--- src/hw/rtl/rfep_pkg.sv ---
// Shared types, constants and decode function for the radar frame event parser.
// No dependencies; every other file of the block imports this package.

package rfep_pkg;

    localparam int unsigned COUNT_W = 4;

    localparam logic [COUNT_W-1:0] COUNT_MAX   = 4'd15;
    localparam logic [COUNT_W-1:0] FRAME_BYTES = 4'd10;

    // Byte positions within a frame.
    localparam logic [COUNT_W-1:0] IDX_HDR0    = 4'd0;
    localparam logic [COUNT_W-1:0] IDX_HDR1    = 4'd1;
    localparam logic [COUNT_W-1:0] IDX_TYPE    = 4'd2;
    localparam logic [COUNT_W-1:0] IDX_SUBCMD  = 4'd3;
    localparam logic [COUNT_W-1:0] IDX_DATA    = 4'd6;
    localparam logic [COUNT_W-1:0] IDX_CHKSUM  = 4'd7;
    localparam logic [COUNT_W-1:0] IDX_TAIL0   = 4'd8;
    localparam logic [COUNT_W-1:0] IDX_TAIL1   = 4'd9;

    localparam logic [7:0] HEADER_0 = 8'h53;
    localparam logic [7:0] HEADER_1 = 8'h59;
    localparam logic [7:0] TAIL_0   = 8'h54;
    localparam logic [7:0] TAIL_1   = 8'h43;

    localparam logic [7:0] TYPE_HUMAN   = 8'h80;
    localparam logic [7:0] TYPE_BREATH  = 8'h81;
    localparam logic [7:0] TYPE_SLEEP   = 8'h84;
    localparam logic [7:0] TYPE_HEART   = 8'h85;

    localparam logic [7:0] SUB_01 = 8'h01;
    localparam logic [7:0] SUB_02 = 8'h02;
    localparam logic [7:0] SUB_05 = 8'h05;

    localparam logic [7:0] PRESENCE_ON = 8'h01;

    typedef enum logic [2:0] {
        EV_NONE           = 3'd0,
        EV_PRESENCE       = 3'd1,
        EV_MOTION         = 3'd2,
        EV_RESPIRATION    = 3'd3,
        EV_IN_BED         = 3'd4,
        EV_SLEEP          = 3'd5,
        EV_HEART_RATE     = 3'd6,
        EV_HEART_ABNORMAL = 3'd7
    } t_event_kind;

    typedef struct packed {
        logic [COUNT_W-1:0] count;
        logic [7:0]         sum;
        logic               header_match;
        logic [7:0]         kind_byte;
        logic [7:0]         subcommand_byte;
        logic [7:0]         payload_byte;
        logic [7:0]         sum_byte;
        logic               tail_match;
    } t_frame_state;

    typedef struct packed {
        logic        frame_ok;
        t_event_kind event_kind;
        logic [7:0]  event_value;
    } t_result;

    function automatic t_event_kind decode_kind(input logic [7:0] kind_byte,
                                                input logic [7:0] sub_byte);
        t_event_kind k;
        k = EV_NONE;
        unique case (kind_byte)
            TYPE_HUMAN: begin
                if (sub_byte == SUB_01)      k = EV_PRESENCE;
                else if (sub_byte == SUB_02) k = EV_MOTION;
            end
            TYPE_BREATH: begin
                if (sub_byte == SUB_02)      k = EV_RESPIRATION;
            end
            TYPE_SLEEP: begin
                if (sub_byte == SUB_01)      k = EV_IN_BED;
                else if (sub_byte == SUB_02) k = EV_SLEEP;
            end
            TYPE_HEART: begin
                if (sub_byte == SUB_02)      k = EV_HEART_RATE;
                else if (sub_byte == SUB_05) k = EV_HEART_ABNORMAL;
            end
            default: k = EV_NONE;
        endcase
        return k;
    endfunction

endpackage

--- src/hw/rtl/rfep_frame_acc.sv ---
// Per-frame byte accumulator: count, checksum, header/tail checks and captured bytes.
// Depends on rfep_pkg.

module rfep_frame_acc
    import rfep_pkg::*;
(
    input  logic         i_clk,
    input  logic         i_rst_n,
    input  logic         i_take,
    input  logic [7:0]   i_byte,
    input  logic         i_last,
    output t_frame_state o_next
);

    t_frame_state r_state;
    t_frame_state n_state;

    always_comb begin
        n_state = r_state;
        if (r_state.count < IDX_CHKSUM) begin
            n_state.sum = r_state.sum + i_byte;
        end
        unique case (r_state.count)
            IDX_HDR0:   n_state.header_match = (i_byte == HEADER_0);
            IDX_HDR1:   n_state.header_match = r_state.header_match & (i_byte == HEADER_1);
            IDX_TYPE:   n_state.kind_byte = i_byte;
            IDX_SUBCMD: n_state.subcommand_byte = i_byte;
            IDX_DATA:   n_state.payload_byte = i_byte;
            IDX_CHKSUM: n_state.sum_byte = i_byte;
            IDX_TAIL0:  n_state.tail_match = (i_byte == TAIL_0);
            IDX_TAIL1:  n_state.tail_match = r_state.tail_match & (i_byte == TAIL_1);
            default:    ;
        endcase
        if (r_state.count != COUNT_MAX) begin
            n_state.count = r_state.count + 1'b1;
        end
    end

    assign o_next = n_state;

    // The final byte of a buffer clears everything for the next one.
    always_ff @(posedge i_clk) begin
        if (!i_rst_n) begin
            r_state <= '0;
        end else if (i_take) begin
            if (i_last) begin
                r_state <= '0;
            end else begin
                r_state <= n_state;
            end
        end
    end

endmodule

--- src/hw/rtl/rfep_decode.sv ---
// Frame checks and event decode on the updated frame state.
// Depends on rfep_pkg.

module rfep_decode
    import rfep_pkg::*;
(
    input  t_frame_state i_state,
    output t_result      o_result
);

    logic        ok;
    t_event_kind kind;

    assign ok = (i_state.count >= FRAME_BYTES) && i_state.header_match &&
                i_state.tail_match && (i_state.sum_byte == i_state.sum);

    assign kind = decode_kind(i_state.kind_byte, i_state.subcommand_byte);

    always_comb begin
        o_result.frame_ok    = ok;
        o_result.event_kind  = EV_NONE;
        o_result.event_value = 8'd0;
        if (ok) begin
            o_result.event_kind = kind;
            if (kind == EV_PRESENCE) begin
                o_result.event_value = {7'd0, i_state.payload_byte == PRESENCE_ON};
            end else if (kind != EV_NONE) begin
                o_result.event_value = i_state.payload_byte;
            end
        end
    end

endmodule

--- src/hw/rtl/rfep_out_buf.sv ---
// Two-entry result buffer: output register plus skid register.
// Depends on rfep_pkg.

module rfep_out_buf
    import rfep_pkg::*;
(
    input  logic    i_clk,
    input  logic    i_rst_n,
    input  logic    i_push,
    input  t_result i_result,
    output logic    o_can_take,
    output logic    o_valid,
    input  logic    i_ready,
    output t_result o_result
);

    logic    r_main_valid;
    logic    r_skid_valid;
    t_result r_main;
    t_result r_skid;
    logic    pop;

    assign pop        = r_main_valid & i_ready;
    assign o_can_take = ~r_skid_valid;
    assign o_valid    = r_main_valid;
    assign o_result   = r_main;

    // A push only arrives while the skid register is empty.
    always_ff @(posedge i_clk) begin
        if (!i_rst_n) begin
            r_main_valid <= 1'b0;
            r_skid_valid <= 1'b0;
        end else if (pop) begin
            if (r_skid_valid) begin
                r_skid_valid <= 1'b0;
            end else begin
                r_main_valid <= i_push;
            end
        end else if (i_push) begin
            if (r_main_valid) begin
                r_skid_valid <= 1'b1;
            end else begin
                r_main_valid <= 1'b1;
            end
        end
    end

    always_ff @(posedge i_clk) begin
        if (pop) begin
            if (r_skid_valid) begin
                r_main <= r_skid;
            end else if (i_push) begin
                r_main <= i_result;
            end
        end else if (i_push) begin
            if (r_main_valid) begin
                r_skid <= i_result;
            end else begin
                r_main <= i_result;
            end
        end
    end

endmodule

--- src/hw/rtl/radar_frame_event_parser_core.sv ---
// Top level of the radar frame event parser.
// Depends on rfep_pkg, rfep_frame_acc, rfep_decode and rfep_out_buf.

// The parser takes one byte of a received buffer per clock cycle while input
// ready is high, with a flag on the final byte, and gives one result per buffer:
// a frame-ok flag and the decoded event kind and value. Each byte is folded into
// the frame state by a single add and compare, and on the final byte the checks
// and decode run in the same cycle, so the result is registered into the output
// buffer when that byte is transferred. The result sits in a two-entry output
// buffer, so bytes keep flowing while a result waits; input ready drops only when
// a second finished result is waiting behind an untaken one.

module radar_frame_event_parser_core
    import rfep_pkg::*;
(
    input  logic       i_clk,
    input  logic       i_rst_n,
    input  logic       i_in_valid,
    output logic       o_in_ready,
    input  logic [7:0] i_rx_byte,
    input  logic       i_end_of_buffer,
    output logic       o_out_valid,
    input  logic       i_out_ready,
    output logic       o_frame_ok,
    output logic [2:0] o_event_kind,
    output logic [7:0] o_event_value
);

    logic         take;
    logic         can_take;
    t_frame_state next_state;
    t_result      result;
    t_result      out_result;

    assign o_in_ready = can_take;
    assign take       = i_in_valid & can_take;

    rfep_frame_acc u_acc (
        .i_clk   (i_clk),
        .i_rst_n (i_rst_n),
        .i_take  (take),
        .i_byte  (i_rx_byte),
        .i_last  (i_end_of_buffer),
        .o_next  (next_state)
    );

    rfep_decode u_dec (
        .i_state  (next_state),
        .o_result (result)
    );

    rfep_out_buf u_out (
        .i_clk      (i_clk),
        .i_rst_n    (i_rst_n),
        .i_push     (take & i_end_of_buffer),
        .i_result   (result),
        .o_can_take (can_take),
        .o_valid    (o_out_valid),
        .i_ready    (i_out_ready),
        .o_result   (out_result)
    );

    assign o_frame_ok    = out_result.frame_ok;
    assign o_event_kind  = out_result.event_kind;
    assign o_event_value = out_result.event_value;

endmodule

--- config.mk ---
export PLATFORM = sky130hd
export DESIGN_NAME = radar_frame_event_parser_core
export DESIGN_NICKNAME = d
export VERILOG_FILES = /design/src/hw/rtl/rfep_pkg.sv /design/src/hw/rtl/rfep_frame_acc.sv /design/src/hw/rtl/rfep_decode.sv /design/src/hw/rtl/rfep_out_buf.sv /design/src/hw/rtl/radar_frame_event_parser_core.sv
export SDC_FILE = /design/constraint.sdc
export NUM_CORES = 1
export LEC_CHECK = 0
export BUFFER_PORTS_ARGS = -buffer_cell sky130_fd_sc_hd__buf_2
export CAP_MARGIN = 5
export CORE_MARGIN = 8
export CORE_UTILIZATION = 25
export DETAILED_ROUTE_END_ITERATION = 7
export PLACE_DENSITY_LB_ADDON = 0.2
export SLEW_MARGIN = 0
export SYNTH_ARGS = -nofsm -noshare
export SYNTH_HDL_FRONTEND = slang
export SYNTH_SLANG_ARGS = --single-unit
--- constraint.sdc ---
create_clock -name i_clk -period 4.4 [get_ports i_clk]
set_clock_uncertainty 0.15 [all_clocks]
set_input_delay 0.22 -clock i_clk [delete_from_list [all_inputs] [get_ports i_clk]]
set_output_delay 0.22 -clock i_clk [all_outputs]
set_load 0.01 [all_outputs]
==> results of run 1 <==
==> per-stage QoR <==
stage / cell area [um2] / hold slack, ns / total power, uW / utilization [%] / worst slack, ns
after floorplan: 4248 / 0.2326 / 832.1 / - / 1.421
after global placement: 4552 / 0.3520 / 885.6 / 27.45 / 1.098
after detailed placement: 4552 / 0.3562 / 885.7 / 27.45 / 1.002
after CTS: 4903 / 0.01003 / 1765 / 29.57 / 1.026
after global routing: 4903 / 0.03358 / 1816 / 29.57 / 0.7342
final: 4903 / 0.01910 / 1742 / 29.57 / 1.041
==> worst paths after layout <==
path | cells after the start | endpoint | start
setup reg to reg | 12 | u_out.o_result[4] | u_acc.r_state[34]
setup / recovery | 12 | u_out.o_result[4] | u_acc.r_state[34]
hold reg to reg | 2 | u_out.o_result[0] | u_out.r_skid[0]
hold / removal | 3 | u_out.r_skid_valid | i_in_valid
==> sequential cells by signal, summed over array words and instances, names as in the netlist <==
register	count
u_out.r_skid	12
u_acc.r_state	46
u_out.o_valid	1
u_out.r_skid_valid	1
u_out.o_result	12
==> cells by family (layout without fill, tap and decap cells) <==
| family | after synthesis | after routing |
|---|---|---|
| buf+inv | 37 | 55 |
| xor+xnor | 19 | 19 |
| simple gates | 203 | 203 |
| flops | 72 | 72 |
| compound gates | 108 | 108 |
| fa+ha+maj | 12 | 12 |
| mux | 20 | 20 |
==> power groups by stage <==
stage                     registers [uW]  logic [uW]  clock network [uW]
after global placement               718         168                   0
after detailed placement             718         167                   0
after floorplan                      718         114                   0
final                                703         167                 872
after global routing                 705         185                 926
after CTS                            703         168                 893
==> layer usage <==
layer | global-route usage [%] | vias to the layer above | share of wire, %
li1 | - | 1756 | -
met1 | 15.03 | 1705 | 48
met2 | 17.96 | 79 | 45
met3 | 3.276 | 15 | 5.3
met4 | 2.885 | 0 | 1.4
met5 | 0 | - | 0
==> final cells by class <==
class / count / share of cell area (%)
clock buffers: 9 / 4.593
clock inverters: 7 / 2.577
inverters: 8 / 0.6379
multi-input cells: 362 / 48.86
flip-flops and latches: 72 / 34.29
well taps: 220 / 5.614
repair buffers: 31 / 3.419
==> placed cells by master, fill, tap and decap left out, types with 18 or more instances in the layout <==
| cell | synthesis | final |
|---|---|---|
| edfxtp_1 | 24 | 24 |
| buf_2 | 6 | 26 |
| nor2_1 | 27 | 27 |
| dfxtp_1 | 48 | 48 |
| nand2_1 | 33 | 33 |
| a22oi_1 | 40 | 40 |
| nor2b_1 | 55 | 55 |
| o21ai_0 | 18 | 18 |
| mux2i_1 | 20 | 20 |
| a21oi_1 | 21 | 21 |
==> worst max-delay path, stage by stage (launching register included) <==
cell	delay (ns)
dfxtp_1	0.40
ha_1	0.20
inv_1	0.06
fa_1	0.40
nor2b_1	0.16
o311ai_0	0.17
mux2i_1	0.16
a311oi_1	0.29
nand2_1	0.11
xnor2_1	0.18
buf_4	0.23
or4_1	0.52
o21ai_0	0.18
==> results.md, run 1 <==
- Pwr per Cell Area: 355.3 nW/um2
- Max Buffers Root-to-Sink: 2
- Synth top area share: 22.62%
- 1st-iter DRT viols: about 220
- Final hold violation count: 0
- Post-synthesis mux area share: around 4.7%
- Post-synthesis cell area: 4248 um2
- Synth Area in Simple Gates: a little over a quarter
- Initial Util: about a quarter
- Via Count: about 3.6k
- Max-slew violation count: 0
- Mapped Avg Cell Area: 9.019 um2
- Power Internal: 1316 uW
- Setup violators final: 0
- H-Tree Depth: 3
- Drt first pass iters: 4
- WL/cell: around 17 um
- Grt ovf: 0
- # diodes: 0
- CTS buffer count: 9
- Status: completed
- First-pass GRT wire length: a little under 20 mm
- Synth cell types: 60
- Vias in the first global route: approximately 3.5k
- Die area: 21420 um2
- Core area: roughly 17000 um2
- Largest family of logic cells by synthesized area: simple AND/OR/NAND/NOR gates
- Placed insts: slightly below 700
- Multi-input logic area: roughly 2400 um2
- Leak: 0.001661 uW
- CTS resizes: 0
- YS warnings: 0
- P&R area growth vs syn: 15.43%
- Setup TNS Final: 0 ns
- Cell Rows: 47
- Tcrit/Tclk final: about three quarters
- Post-synthesis sequential area ratio: between 30 and 40%
- Register Area: 1682 um2
- Setup crit end kind: register
- Max Freq: just under 300 MHz
- Synthesized instance count: 471
- Worst VDD drop: 0.1825 mV
- Combinational group share of total power: roughly a tenth
- Min Tclk post-route: ~3.4 ns
- Antenna-violating nets left: 0
- Root Driver: clkbuf_16
- Post-Synth Adder-Cell Area: roughly 3.7%
- Synth cell count leaders: 55 x nor2b_1, 48 x dfxtp_1, 40 x a22oi_1, 33 x nand2_1, 27 x nor2_1
- Critical path peak fanout: 24
- Final Non-Filler Cells: 709
- Vias per Instance: between 5 and 6
- Syn_nets: between 400 and 500
- FF+latch count, synth: slightly above 70
- Worst min path class: input pin to register
- FF-to-FF setup slack: ~1.0 ns
- Die outline width: ~150 um
- Clk slew on worst S/H paths: ~0.07 ns
- Sequential share of power: 40.4%
- Predominant post-synthesis flop cell: dfxtp_1
- Hpwl dp: 8.545 mm
- Setup repair bufs after CTS: 0
- Leading area contributor after synthesis: dfxtp_1
- Most numerous cell in the Yosys netlist: nor2b_1
- Net Sw Power: approximately 430 uW
- MaxCap Viol Count: 0
- WP data arrival: between 3 and 4 ns
- Worst-Margin Slew: a little over 1 ns
- Ys async rst share: 0%
- Final Net Count: 509
- XOR/XNOR Fraction of Synth Area: between 3 and 4%
- Unrepaired setup endpoints after global routing: no
- CP Class: register to register
- Post-synth EDFFs: 24
- Slew Limit Headroom: about a third
- Die Ht: between 100 and 150 um
- Synth Area in Compound Gates: 16.73%
- Detailed Route WL: around 12 mm
- GP Congestion: around 0.85
- Top post-synthesis cells by area: dfxtp_1 23%, edfxtp_1 17%, nor2b_1 8.1%, a22oi_1 7.1%, mux2i_1 4.7%
- Clock share of power: about 50%
- Worst skew pair latency: between 0.3 and 0.4 ns
- Setup crit start kind: register
- IO Count: 27
- Fill cells: 1806
- Net Sw Frac: ~24%
- I/O Buffers: 26
- Hold-fix buffers at CTS: 0
- Share of layout cells above drive strength 1: approximately an eighth
- Data required, critical path: approximately 4.4 ns
- Initial antenna violation count: 0
- Num Clock Sinks: 72
- DRC violations left: 0
- All-Layer GR Usage: 11.42%
- Largest net degree at the start of global routing: 49
- CTS tree: yes
(Power assumes the default switching activity.)
==> inputs of run 2 (changes only) <==
==> constraint.sdc (replaced) <==
create_clock -name i_clk -period 3.4 [get_ports i_clk]
set_clock_uncertainty 0.15 [all_clocks]
set_input_delay 0.17 -clock i_clk [delete_from_list [all_inputs] [get_ports i_clk]]
set_output_delay 0.17 -clock i_clk [all_outputs]
set_load 0.01 [all_outputs]
==> run 2 against run 1 <==
  * Register-to-register slack worse by 0.78 ns
  * Core utilization is 0.45 points higher
  * Fmax rose by 7.0%
  * Wire length is 0.20% higher
  * Die area is the same
  * Final area rose by 1.5%
  * Setup slack lost 0.78 ns
  * Global-route usage about the same
  * Non-clock buffer count up 11
  * Highest routed layer unchanged
==> results.md, run 2 (synthesized netlist as in run 1, its figures left out) <==
- Status: completed
- Data required, critical path: about 3.4 ns
- Vias in the first global route: 3545
- Register Area: 1682 um2
- Initial antenna violation count: 0
- I/O Buffers: 26
- Final hold violation count: 0
- Unrepaired setup endpoints after global routing: no
- Setup violators final: 0
- Via Count: roughly 3.5k
- Hpwl dp: between 8 and 9 mm
- Worst skew pair latency: between 0.3 and 0.4 ns
- CTS buffer count: 9
- Power Internal: around 1600 uW
- Clk slew on worst S/H paths: about 0.060 ns
- Die Ht: 146.4 um
- Die outline width: ~150 um
- Max Buffers Root-to-Sink: 2
- Core area: 16580 um2
- Largest net degree at the start of global routing: roughly 50
- First-pass GRT wire length: 19.40 mm
- IO Count: 27
- Placed insts: 702
- Slew Limit Headroom: between 30% and 40%
- Setup repair bufs after CTS: 0
- Net Sw Power: 548.7 uW
- Reg with most FFs: u_acc.r_state
- 1st-iter DRT viols: 250
- Num Clock Sinks: 72
- Sequential share of power: a little over two fifths
- Tcrit/Tclk final: approximately 92%
- GP Congestion: 0.7940
- All-Layer GR Usage: between 10 and 15%
- Multi-input logic area: between 2000 and 2500 um2
- CTS tree: yes
- WL/cell: between 15 and 20 um
- Setup crit end kind: register
- Worst-Margin Slew: between 1 and 1.5 ns
- # diodes: 0
- Die area: 21420 um2
- P&R area growth vs syn: 17.20%
- Most common cell after layout, fill and taps aside: nor2b_1
- Drt first pass iters: 5
- Grt ovf: 0
- Final Net Count: 520
- Fill cells: 1809
- Clock share of power: 47.6%
- Worst VDD drop: around 0.24 mV
- Detailed Route WL: between 10 and 15 mm
- Max Freq: ~320 MHz
- Final Non-Filler Cells: a little over 700
- H-Tree Depth: 3
- Share of layout cells above drive strength 1: 14.20%
- Net Sw Frac: around a quarter
- Most frequent cells in the layout: 55 x nor2b_1, 48 x dfxtp_1, 40 x a22oi_1
- Root Driver: clkbuf_16
- MaxCap Viol Count: 0
- Critical path peak fanout: 24
- Initial Util: about a quarter
- Max FFs per register: 46
- Leak: 0.001700 uW
- Pwr per Cell Area: between 400 and 500 nW/um2
- Vias per Instance: 4.925
- Cell Rows: 47
- Combinational group share of total power: 10.7%
- Max-slew violation count: 0
- Worst min path class: input pin to register
- CP Class: register to register
- Setup crit start kind: register
- Min Tclk post-route: 3.141 ns
- DRC violations left: 0
- WP data arrival: roughly 3.2 ns
- Antenna-violating nets left: 0
- Setup TNS Final: 0 ns
[run 2: cell count changes in the layout (fill, tap and decap cells not counted), sizes merged]
| cell | change |
|---|---|
| clkinv | +1 |
| bufinv | -1 |
| inv | -2 |
| clkinvlp | +2 |
| dlygate4sd3 | +2 |
| buf | +9 |
[run 2: worst paths after layout]
path                      from           endpoint  slack (ns)  depth (start not counted)
max          u_acc.r_state[35]  u_out.o_result[3]        0.26                         11
min                i_out_ready      u_out.o_valid        0.06                          3
max reg2reg  u_acc.r_state[35]  u_out.o_result[3]        0.26                         11
min reg2reg    u_out.r_skid[8]  u_out.o_result[8]        0.37                          2
[run 2: layout make-up]
type                    instances  share of cell area (%)
clock buffers                   9                   4.524
inverters                       8                  0.6283
clock inverters                 7                   1.910
well taps                     220                   5.529
repair buffers                 42                   5.378
flip-flops and latches         72                   33.78
multi-input cells             362                   48.25
[run 2: power groups by stage]
stage	logic [uW]	clock network, uW	registers, uW
after floorplan	148	0	929
after global placement	231	0	928
after detailed placement	230	0	929
after CTS	233	1070	910
after global routing	259	1100	911
final	234	1040	910
[run 2: layer usage]
| metal | vias to the layer above | global-route usage (%) | part of all wire (%) |
|---|---|---|---|
| met5 | - | 0 | 0 |
| met4 | 0 | 3.761 | 1.3 |
| met3 | 14 | 3.863 | 4.5 |
| met2 | 74 | 18.10 | 45 |
| met1 | 1688 | 14.28 | 49 |
| li1 | 1770 | - | - |
[run 2: stage by stage]
step,instance area [um2],hold slack (ns),total power (uW),setup WS [ns],util [%]
2_1_floorplan,4248,0.1826,1077,0.4209,-
3_3_place_gp,4632,0.3206,1159,0.2973,27.93
3_5_place_dp,4632,0.3330,1159,0.2415,27.93
4_1_cts,4972,0.04330,2211,0.1945,29.98
5_1_grt,4979,0.04961,2272,0.008027,30.02
6_report,4979,0.05505,2180,0.2595,30.02
[run 2: what timing repair did]
action	CTS	global route
endpoints found under the setup margin	0	2
hold buffers	2	0
gates resized for setup	0	1
endpoints found under the hold margin	1	0
[run 2: worst max-delay path: stages (launching register included)]
cell and delay, ns:
dfxtp_1 0.42, inv_1 0.10, fa_1 0.45, nor2b_1 0.17, o311ai_0 0.17, mux2i_1 0.17, a311oi_2 0.24, nand2_1 0.11
xnor2_1 0.17, buf_12 0.17, or4_1 0.51, o21ai_0 0.16
==> inputs of run 3 (changes only) <==
--- a/config.mk
+++ b/config.mk
@@ -10,7 +10,7 @@
 export CORE_MARGIN = 8
 export CORE_UTILIZATION = 25
 export DETAILED_ROUTE_END_ITERATION = 7
-export PLACE_DENSITY_LB_ADDON = 0.2
+export SKIP_CTS_REPAIR_TIMING = 1
 export SLEW_MARGIN = 0
 export SYNTH_ARGS = -nofsm -noshare
 export SYNTH_HDL_FRONTEND = slang
==> run 3 against run 2 <==
  * The flow now finishes with violations (negative hold slack)
  * Largest power group unchanged
  * Sequential share of layout area hardly changed
  * Register-to-register slack barely moved
  * Total power fell by 2.4%
  * Clock power is 4% lower
  * Setup slack improved by 0.014 ns
  * Non-clock buffer count is 1 higher
==> results.md, run 3 (synthesized netlist as in run 1, its figures left out) <==
- Status: complete, but fails checks
- Failing checks: negative hold slack
- Setup crit start kind: register
- Leak: around 0.0017 uW
- Worst min path class: input pin to register
- Grt ovf: 0
- Pwr per Cell Area: about 430 nW/um2
- Fill cells: 1745
- Setup crit end kind: register
- Antenna-violating nets left: 0
- Vias in the first global route: 3555
- Worst skew pair latency: roughly 0.34 ns
- P&R area growth vs syn: 17.17%
- Min Tclk post-route: 3.127 ns
- Hold_sp: i_out_ready
- Via Count: between 3k and 4k
- RR Startpoint: u_acc.r_state[34]
- Hpwl dp: between 8 and 9 mm
- Final Net Count: 521
- Setup ws final: 0.2733 ns
- 1st-iter DRT viols: approximately 200
- Die outline width: approximately 150 um
- Initial Util: about a quarter
- Data required, critical path: between 3 and 4 ns
- Final hold violation count: 1
- Slew Limit Headroom: between 30% and 40%
- WL/cell: roughly 15 um
- Max FFs per register: 46
- Drt first pass iters: 5
- CTS tree: yes
- Max Buffers Root-to-Sink: 2
- Unrepaired setup endpoints after global routing: no
- Max Freq: 319.8 MHz
- Initial antenna violation count: 0
- Most common cell after layout, fill and taps aside: nor2b_1
- Worst VDD drop: roughly 0.25 mV
- Cell Rows: between 40 and 50
- Setup TNS Final: 0 ns
- Root Driver: clkbuf_16
- Detailed Route WL: around 11 mm
- Share of layout cells above drive strength 1: between 10 and 15%
- Tcrit/Tclk final: between 90% and 100%
- Min Hold Slack: -0.0003441 ns
- Die Ht: 146.4 um
- Critical path peak fanout: 24
- Worst-Margin Slew: approximately 0.95 ns
- Vias per Instance: ~5
- First-pass GRT wire length: approximately 18 mm
- GP Congestion: 0.8757
- Placement Setup Slack: 0.1879 ns
- I/O Buffers: 26
- WP data arrival: about 3.2 ns
- CP startpoint: u_acc.r_state[34]
- Largest net degree at the start of global routing: ~50
- Die area: 21420 um2
- Setup violators final: 0
- Clk slew on worst S/H paths: approximately 0.060 ns
- H-Tree Depth: 3
- Reg with most FFs: u_acc.r_state
- CP Class: register to register
- Core area: between 15000 and 20000 um2
- DRC violations left: 0
- Num Clock Sinks: approximately 70
- Most frequent cells in the layout: 54 x nor2b_1, 48 x dfxtp_1, 40 x a22oi_1
- Max-slew violation count: 0
- # diodes: 0
- IO Count: 27
- CTS buffer count: 9
- All-Layer GR Usage: a little over a tenth
- MaxCap Viol Count: 0
-- run 3: cell types whose count changed in the layout (fill, tap and decap cells not counted), sizes merged --
cell / change
buf: +2
clkbuf: +1
clkinv: +2
clkinvlp: -2
dlygate4sd3: -1
inv: -1
-- run 3: final timing paths --
kind,to,cells past startpoint,slack [ns]
max reg2reg,u_out.o_result[1],12,0.27
min reg2reg,u_out.r_skid_valid,2,0.37
min,u_out.r_skid_valid,4,-0.0003
max,u_out.o_result[1],12,0.27
-- run 3: cell type report --
class	instances	area, um2	share of cell area, %
Tap cell	220	275.3	5.530
Timing Repair Buffer	43	260.3	5.229
Clock buffer	10	229.0	4.600
Inverter	8	31.28	0.6285
Multi-Input combinational cell	362	2416	48.54
Clock inverter	6	83.83	1.684
Sequential cell	72	1682	33.79
-- run 3: power by group --
group          total (uW)  internal (uW)  switching [uW]
combinational         224           83.2             141
clock                 995            638             356
sequential            910            901            9.08
-- run 3: metal layers --
metal | GRT usage, % | vias to the layer above | wire length (um)
li1 | - | 1776 | -
met1 | 13.40 | 1685 | 5056
met2 | 16.81 | 109 | 5105
met3 | 2.967 | 20 | 776
met4 | 4.328 | 0 | 223
met5 | 0 | - | 0
-- run 3: critical path, stage by stage (launching register included) --
cell and delay (ns):
dfxtp_1 0.33, ha_1 0.19, inv_1 0.06, fa_1 0.40
nor2b_1 0.17, o311ai_1 0.12, mux2i_1 0.15, a311oi_2 0.23
nand2_1 0.11, xnor2_1 0.16, buf_4 0.22, or4_1 0.53
o21ai_0 0.15
-- run 3: stage by stage --
stage                     power (uW)  cell area [um2]  util (%)  std cells
after detailed placement        1146             4634     27.95        704
after global routing            2206             4977     30.01        721
after global placement          1143             4634     27.95        704
after floorplan                 1077             4248         -        471
after CTS                       2145             4947     29.83        720
final                           2128             4977     30.01        721
